## src/hdl/ttm_pkg.sv

```systemverilog
// Shared types and constants for the thermistor temperature monitor.
// Used by ttm_ctrl, ttm_dp and the top level; no dependencies.
`default_nettype none
package ttm_pkg;

  localparam logic [23:0] LN2_Q24     = 24'd11629080;
  localparam logic [14:0] T0_CK       = 15'd29815;
  localparam logic [13:0] HALF_ZERO_C = 14'd5463;
  localparam logic [22:0] BETA_SCALE  = 23'd6553600;
  localparam logic [35:0] NUM_SCALE   = 36'd39079116800;

  localparam logic [13:0] BETA_RESET = 14'd3435;
  localparam logic [11:0] FS_RESET   = 12'd4095;

  localparam logic REG_BETA = 1'b0;
  localparam logic REG_FS   = 1'b1;

  localparam logic [1:0] FAULT_NONE  = 2'd0;
  localparam logic [1:0] FAULT_SHORT = 2'd1;
  localparam logic [1:0] FAULT_OPEN  = 2'd2;
  localparam logic [1:0] FAULT_NEVER = 2'd3;

  localparam int LOG_STEPS = 16;
  localparam int DIV_STEPS = 56;

  typedef struct packed {
    logic capture;
    logic log_load;
    logic log_sel;
    logic log_step;
    logic k_calc;
    logic prod1;
    logic prod2;
    logic den_calc;
    logic num1;
    logic num2;
    logic div_load_t;
    logic div_load_a;
    logic div_step;
    logic fin;
    logic upd;
    logic out_load;
  } cmd_t;

  typedef struct packed {
    logic conv;
  } sts_t;

endpackage
`default_nettype wire

```

## src/hdl/ttm_ctrl.sv

```systemverilog
// Sequencing state machine for the thermistor temperature monitor.
// Depends on ttm_pkg (cmd_t, sts_t, step counts).
`default_nettype none
module ttm_ctrl (
  input  wire            clk_i,
  input  wire            rst_ni,
  input  wire            in_valid_i,
  output logic           in_stall_o,
  output logic           out_valid_o,
  input  wire            out_stall_i,
  input  ttm_pkg::sts_t  sts_i,
  output ttm_pkg::cmd_t  cmd_o
);

  typedef enum logic [4:0] {
    S_IDLE, S_LOADA, S_LOGA, S_LOADB, S_LOGB, S_KMUL, S_PROD1, S_PROD2,
    S_DEN, S_NUM1, S_NUM2, S_DIVLT, S_DIVT, S_FIN, S_UPD, S_DIVLA,
    S_DIVA, S_OUT
  } state_e;

  state_e     state_q;
  logic [5:0] cnt_q;
  logic       out_valid_q;
  logic       out_free;
  logic       accept;

  assign in_stall_o  = (state_q != S_IDLE);
  assign out_valid_o = out_valid_q;
  assign accept      = in_valid_i && (state_q == S_IDLE);
  assign out_free    = !out_valid_q || !out_stall_i;

  always_comb begin
    cmd_o            = '0;
    cmd_o.capture    = accept;
    cmd_o.log_load   = (state_q == S_LOADA) || (state_q == S_LOADB);
    cmd_o.log_sel    = (state_q == S_LOADB);
    cmd_o.log_step   = (state_q == S_LOGA) || (state_q == S_LOGB);
    cmd_o.k_calc     = (state_q == S_KMUL);
    cmd_o.prod1      = (state_q == S_PROD1);
    cmd_o.prod2      = (state_q == S_PROD2);
    cmd_o.den_calc   = (state_q == S_DEN);
    cmd_o.num1       = (state_q == S_NUM1);
    cmd_o.num2       = (state_q == S_NUM2);
    cmd_o.div_load_t = (state_q == S_DIVLT);
    cmd_o.div_load_a = (state_q == S_DIVLA);
    cmd_o.div_step   = (state_q == S_DIVT) || (state_q == S_DIVA);
    cmd_o.fin        = (state_q == S_FIN);
    cmd_o.upd        = (state_q == S_UPD);
    cmd_o.out_load   = (state_q == S_OUT) && out_free;
  end

  always_ff @(posedge clk_i or negedge rst_ni) begin
    if (!rst_ni) begin
      state_q     <= S_IDLE;
      cnt_q       <= '0;
      out_valid_q <= 1'b0;
    end else begin
      if (state_q == S_OUT && out_free) begin
        out_valid_q <= 1'b1;
      end else if (!out_stall_i) begin
        out_valid_q <= 1'b0;
      end
      case (state_q)
        S_IDLE: begin
          if (in_valid_i) begin
            state_q <= sts_i.conv ? S_LOADA : S_UPD;
          end
        end
        S_LOADA: begin
          cnt_q   <= '0;
          state_q <= S_LOGA;
        end
        S_LOGA: begin
          cnt_q <= cnt_q + 6'd1;
          if (cnt_q == 6'(ttm_pkg::LOG_STEPS - 1)) begin
            state_q <= S_LOADB;
          end
        end
        S_LOADB: begin
          cnt_q   <= '0;
          state_q <= S_LOGB;
        end
        S_LOGB: begin
          cnt_q <= cnt_q + 6'd1;
          if (cnt_q == 6'(ttm_pkg::LOG_STEPS - 1)) begin
            state_q <= S_KMUL;
          end
        end
        S_KMUL:  state_q <= S_PROD1;
        S_PROD1: state_q <= S_PROD2;
        S_PROD2: state_q <= S_DEN;
        S_DEN:   state_q <= S_NUM1;
        S_NUM1:  state_q <= S_NUM2;
        S_NUM2:  state_q <= S_DIVLT;
        S_DIVLT: begin
          cnt_q   <= '0;
          state_q <= S_DIVT;
        end
        S_DIVT: begin
          cnt_q <= cnt_q + 6'd1;
          if (cnt_q == 6'(ttm_pkg::DIV_STEPS - 1)) begin
            state_q <= S_FIN;
          end
        end
        S_FIN: state_q <= S_UPD;
        S_UPD: state_q <= S_DIVLA;
        S_DIVLA: begin
          cnt_q   <= '0;
          state_q <= S_DIVA;
        end
        S_DIVA: begin
          cnt_q <= cnt_q + 6'd1;
          if (cnt_q == 6'(ttm_pkg::DIV_STEPS - 1)) begin
            state_q <= S_OUT;
          end
        end
        S_OUT: begin
          if (out_free) begin
            state_q <= S_IDLE;
          end
        end
        default: state_q <= S_IDLE;
      endcase
    end
  end

endmodule
`default_nettype wire

```

## config.mk

```make
export PLATFORM = sky130hd
export DESIGN_NAME = ttm_ctrl
export DESIGN_NICKNAME = d
export VERILOG_FILES = /design/src/hdl/ttm_pkg.sv /design/src/hdl/ttm_ctrl.sv
export SDC_FILE = /design/constraint.sdc
export NUM_CORES = 1
export LEC_CHECK = 0
export BUFFER_PORTS_ARGS = -buffer_cell sky130_fd_sc_hd__buf_2
export CAP_MARGIN = 10
export CORE_AREA = 2 2 50 52
export CTS_CLUSTER_DIAMETER = 60
export CTS_CLUSTER_SIZE = 10
export DETAILED_ROUTE_END_ITERATION = 6
export DIE_AREA = 0 0 52 54
export PLACE_DENSITY = 0.68
export SLEW_MARGIN = 30
export SYNTH_ARGS = -nofsm -noshare
export SYNTH_HDL_FRONTEND = slang
export SYNTH_SLANG_ARGS = --single-unit
```

## constraint.sdc

```tcl
create_clock -name clk_i -period 2 [get_ports clk_i]
set_input_delay 0 -clock clk_i [delete_from_list [all_inputs] [get_ports clk_i]]
set_output_delay 0 -clock clk_i [all_outputs]
set_load 0.005 [all_outputs]
```

==> results.cfg <==
[status]
status = complete, no violations

[drt]
drc_errors = 0
route.vias.total = 968
route.detailed.wl_per_inst_um = 13.0
vias_per_cell = 5.50
drt_first_pass_iters = 4
drtAntennaViolNets = 0
drt_iter0_drc = 18
wl_um = 2290

[timing]
tightest_slew_ps = 609
fmax_mhz = 582
hold_viol_final = 0
min_period_ps = 1720
setup_ws_ps = 281
holdWs_ps = 126
fin_skew_ps = 1.76
rsz0062_at_grt = no
slew-limit-headroom = 0.589
drv_slew = 0
period_share = 0.860
tns_ps = 0
setup_viol = 0

[grt]
antenna_found_initial = 0
grt_max_degree = 16
grt_pass1_wl_um = 3750
grt_pass1_vias = 857
grt_overflow = 0
grt_usage = 0.184

[synth]
syn_nets = 130
synth_cell_types = 43
synth-xor-area-share = 0.0263
synth_area_um2 = 1000
yosys_register_bits = 12
synth_fa_ha_area_frac = 0.0125
synth_top_family_by_area = simple AND/OR/NAND/NOR gates
syn_inst = 124
synthMuxAreaShare = 0.0451
synth_compound_area_frac = 0.207
synth_edf_count = 0
syn_area_per_cell_um2 = 8.06
synthArstFlopShare = 1.00
yosysSeqAreaShare = 0.300
synthFlopType = dfrtp_1
synthSimpleGateAreaFrac = 0.324
yosysWarnings = 0

[final_layout]
syn2layout_area_growth_pct = 17.3
layout_commonest_cell = buf_2
final_nets = 154
most-common-layout-cells = buf_2 (22), nand2_1 (13), nor2_1 (13)
n_antenna_cell = 0
layout-drive-gt1-share = 0.274

[floorplanning]
fp.dieH_um = 54
coreArea_mm2 = 0.00232
chipWidth_um = 52
die-area_mm2 = 0.00281
initial_core_util = 0.431
ioPinCount = 23
rows = 18

[cts]
cts-root-buf = clkbuf_4
clockBufferDepth = 2
postCtsSetupBuffers = 0
cts_buffers = 3
cts.sinks = 12
htreeDepth = 1
clock_latency_ps = 280
path_clk_slew_ps = 70
cts_tree = done

[placement]
dp.final_hpwl_um = 1710
gp_congestion = 0.782
port_buffers = 22
pre_cts_slack_ps = 308

[power]
peakVddDrop_v = 0.000345
power.density_mw_per_mm2 = 344
p_leak_nw = 0.511

[hold_path]
hold_path_class = in2async

[worst_setup_path]
cp_max_fo = 5
critPathKind = reg2reg
cp.required_ps = 2170
arrival_ps = 1880
cp-end-kind = flop
startpoint_type = flop

[flow_run]
maxCapViolCount = 0
-- kinds of logic (layout without fill, tap and decap cells) --
kind of cell / Yosys count / in the layout
mux: 3 / 3
flops: 12 / 12
buf+inv: 17 / 39
fa+ha+maj: 1 / 1
simple gates: 61 / 61
compound gates: 27 / 27
xor+xnor: 3 / 3
-- cells in the mapped netlist, types with 2 or more instances --
| master | number | share of area |
|---|---|---|
| o22ai_1 | 3 | 0.019 |
| nand3b_1 | 2 | 0.015 |
| nor2b_1 | 2 | 0.013 |
| mux2_4 | 3 | 0.045 |
| buf_2 | 5 | 0.025 |
| and3_1 | 2 | 0.013 |
| clkbuf_1 | 2 | 0.0075 |
| nand3_1 | 2 | 0.010 |
| o21ai_0 | 9 | 0.045 |
| nand2b_1 | 3 | 0.019 |
| nor2_1 | 13 | 0.049 |
| o221ai_1 | 2 | 0.018 |
| inv_1 | 6 | 0.023 |
| or3_1 | 2 | 0.013 |
| xor2_1 | 2 | 0.018 |
| nand4_1 | 2 | 0.013 |
| a21oi_1 | 4 | 0.020 |
| nor3_1 | 11 | 0.055 |
| dfrtp_1 | 12 | 0.30 |
| nand2_1 | 13 | 0.049 |
| buf_4 | 2 | 0.015 |
-- per-layer routing --
layer	GRT usage	vias to the layer above	wire length [µm]
met2	0.285	34	1050
met3	0.0167	5	134
li1	-	483	-
met5	0	-	0
met1	0.237	446	1050
met4	0.136	0	58
-- area by class of cell --
cell class | instances | area [µm²]
Fill cell | 216 | 1150
Timing Repair Buffer | 30 | 175
Multi-Input combinational cell | 95 | 614
Clock buffer | 3 | 22.5
Sequential cell | 12 | 300
Inverter | 6 | 22.5
Tap cell | 30 | 37.5
-- final timing paths --
check	from	to	slack [ps]	cells after the start
min	rst_ni	out_valid_o	130	2
min reg2reg	out_valid_o	out_valid_o	510	2
max	cnt_q[0]	state_q[3]	280	5
max in group asynchronous	rst_ni	cnt_q[4]	1660	2
min in group clk_i	sts_i	state_q[1]	140	4
max reg2reg	cnt_q[0]	state_q[3]	280	5
-- registers in the layout (all words and copies together), names as in the netlist --
| signal | count |
|---|---|
| cnt_q | 6 |
| state_q | 5 |
| out_valid_o | 1 |
-- power by group --
part / internal [mW] / switching, mW / total [mW] / leakage (nW)
clock network: 0.0699 / 0.0777 / 0.148 / 0.0138
registers: 0.243 / 0.0000000000000000782 / 0.243 / 0.148
logic: 0.00588 / 0.00724 / 0.0131 / 0.350
total: 0.318 / 0.0849 / 0.403 / 0.511
-- critical path, stage by stage (launching register included) --
cell,delay [ps]
dfrtp_1,400
ha_1,240
nand3_2,150
o311ai_4,270
o2111ai_4,200
mux2_4,340
-- per-stage QoR --
step                      utilization  cell area [µm²]  power, mW  std cells
after floorplan                     -             1000      0.248        124
after global placement          0.487             1130      0.258        171
after detailed placement        0.487             1130      0.258        171
after CTS                       0.505             1170      0.411        176
after global routing            0.505             1170      0.420        176
final                           0.505             1170      0.403        176
-- what timing repair did --
| action | CTS | global route |
|---|---|---|
| endpoints found under the hold margin | 13 | 0 |
| endpoints found under the setup margin | 0 | 0 |
| gates resized for setup | 0 | 0 |
| hold buffers | 2 | 0 |
Note: power is estimated with default switching activity, not from simulation.
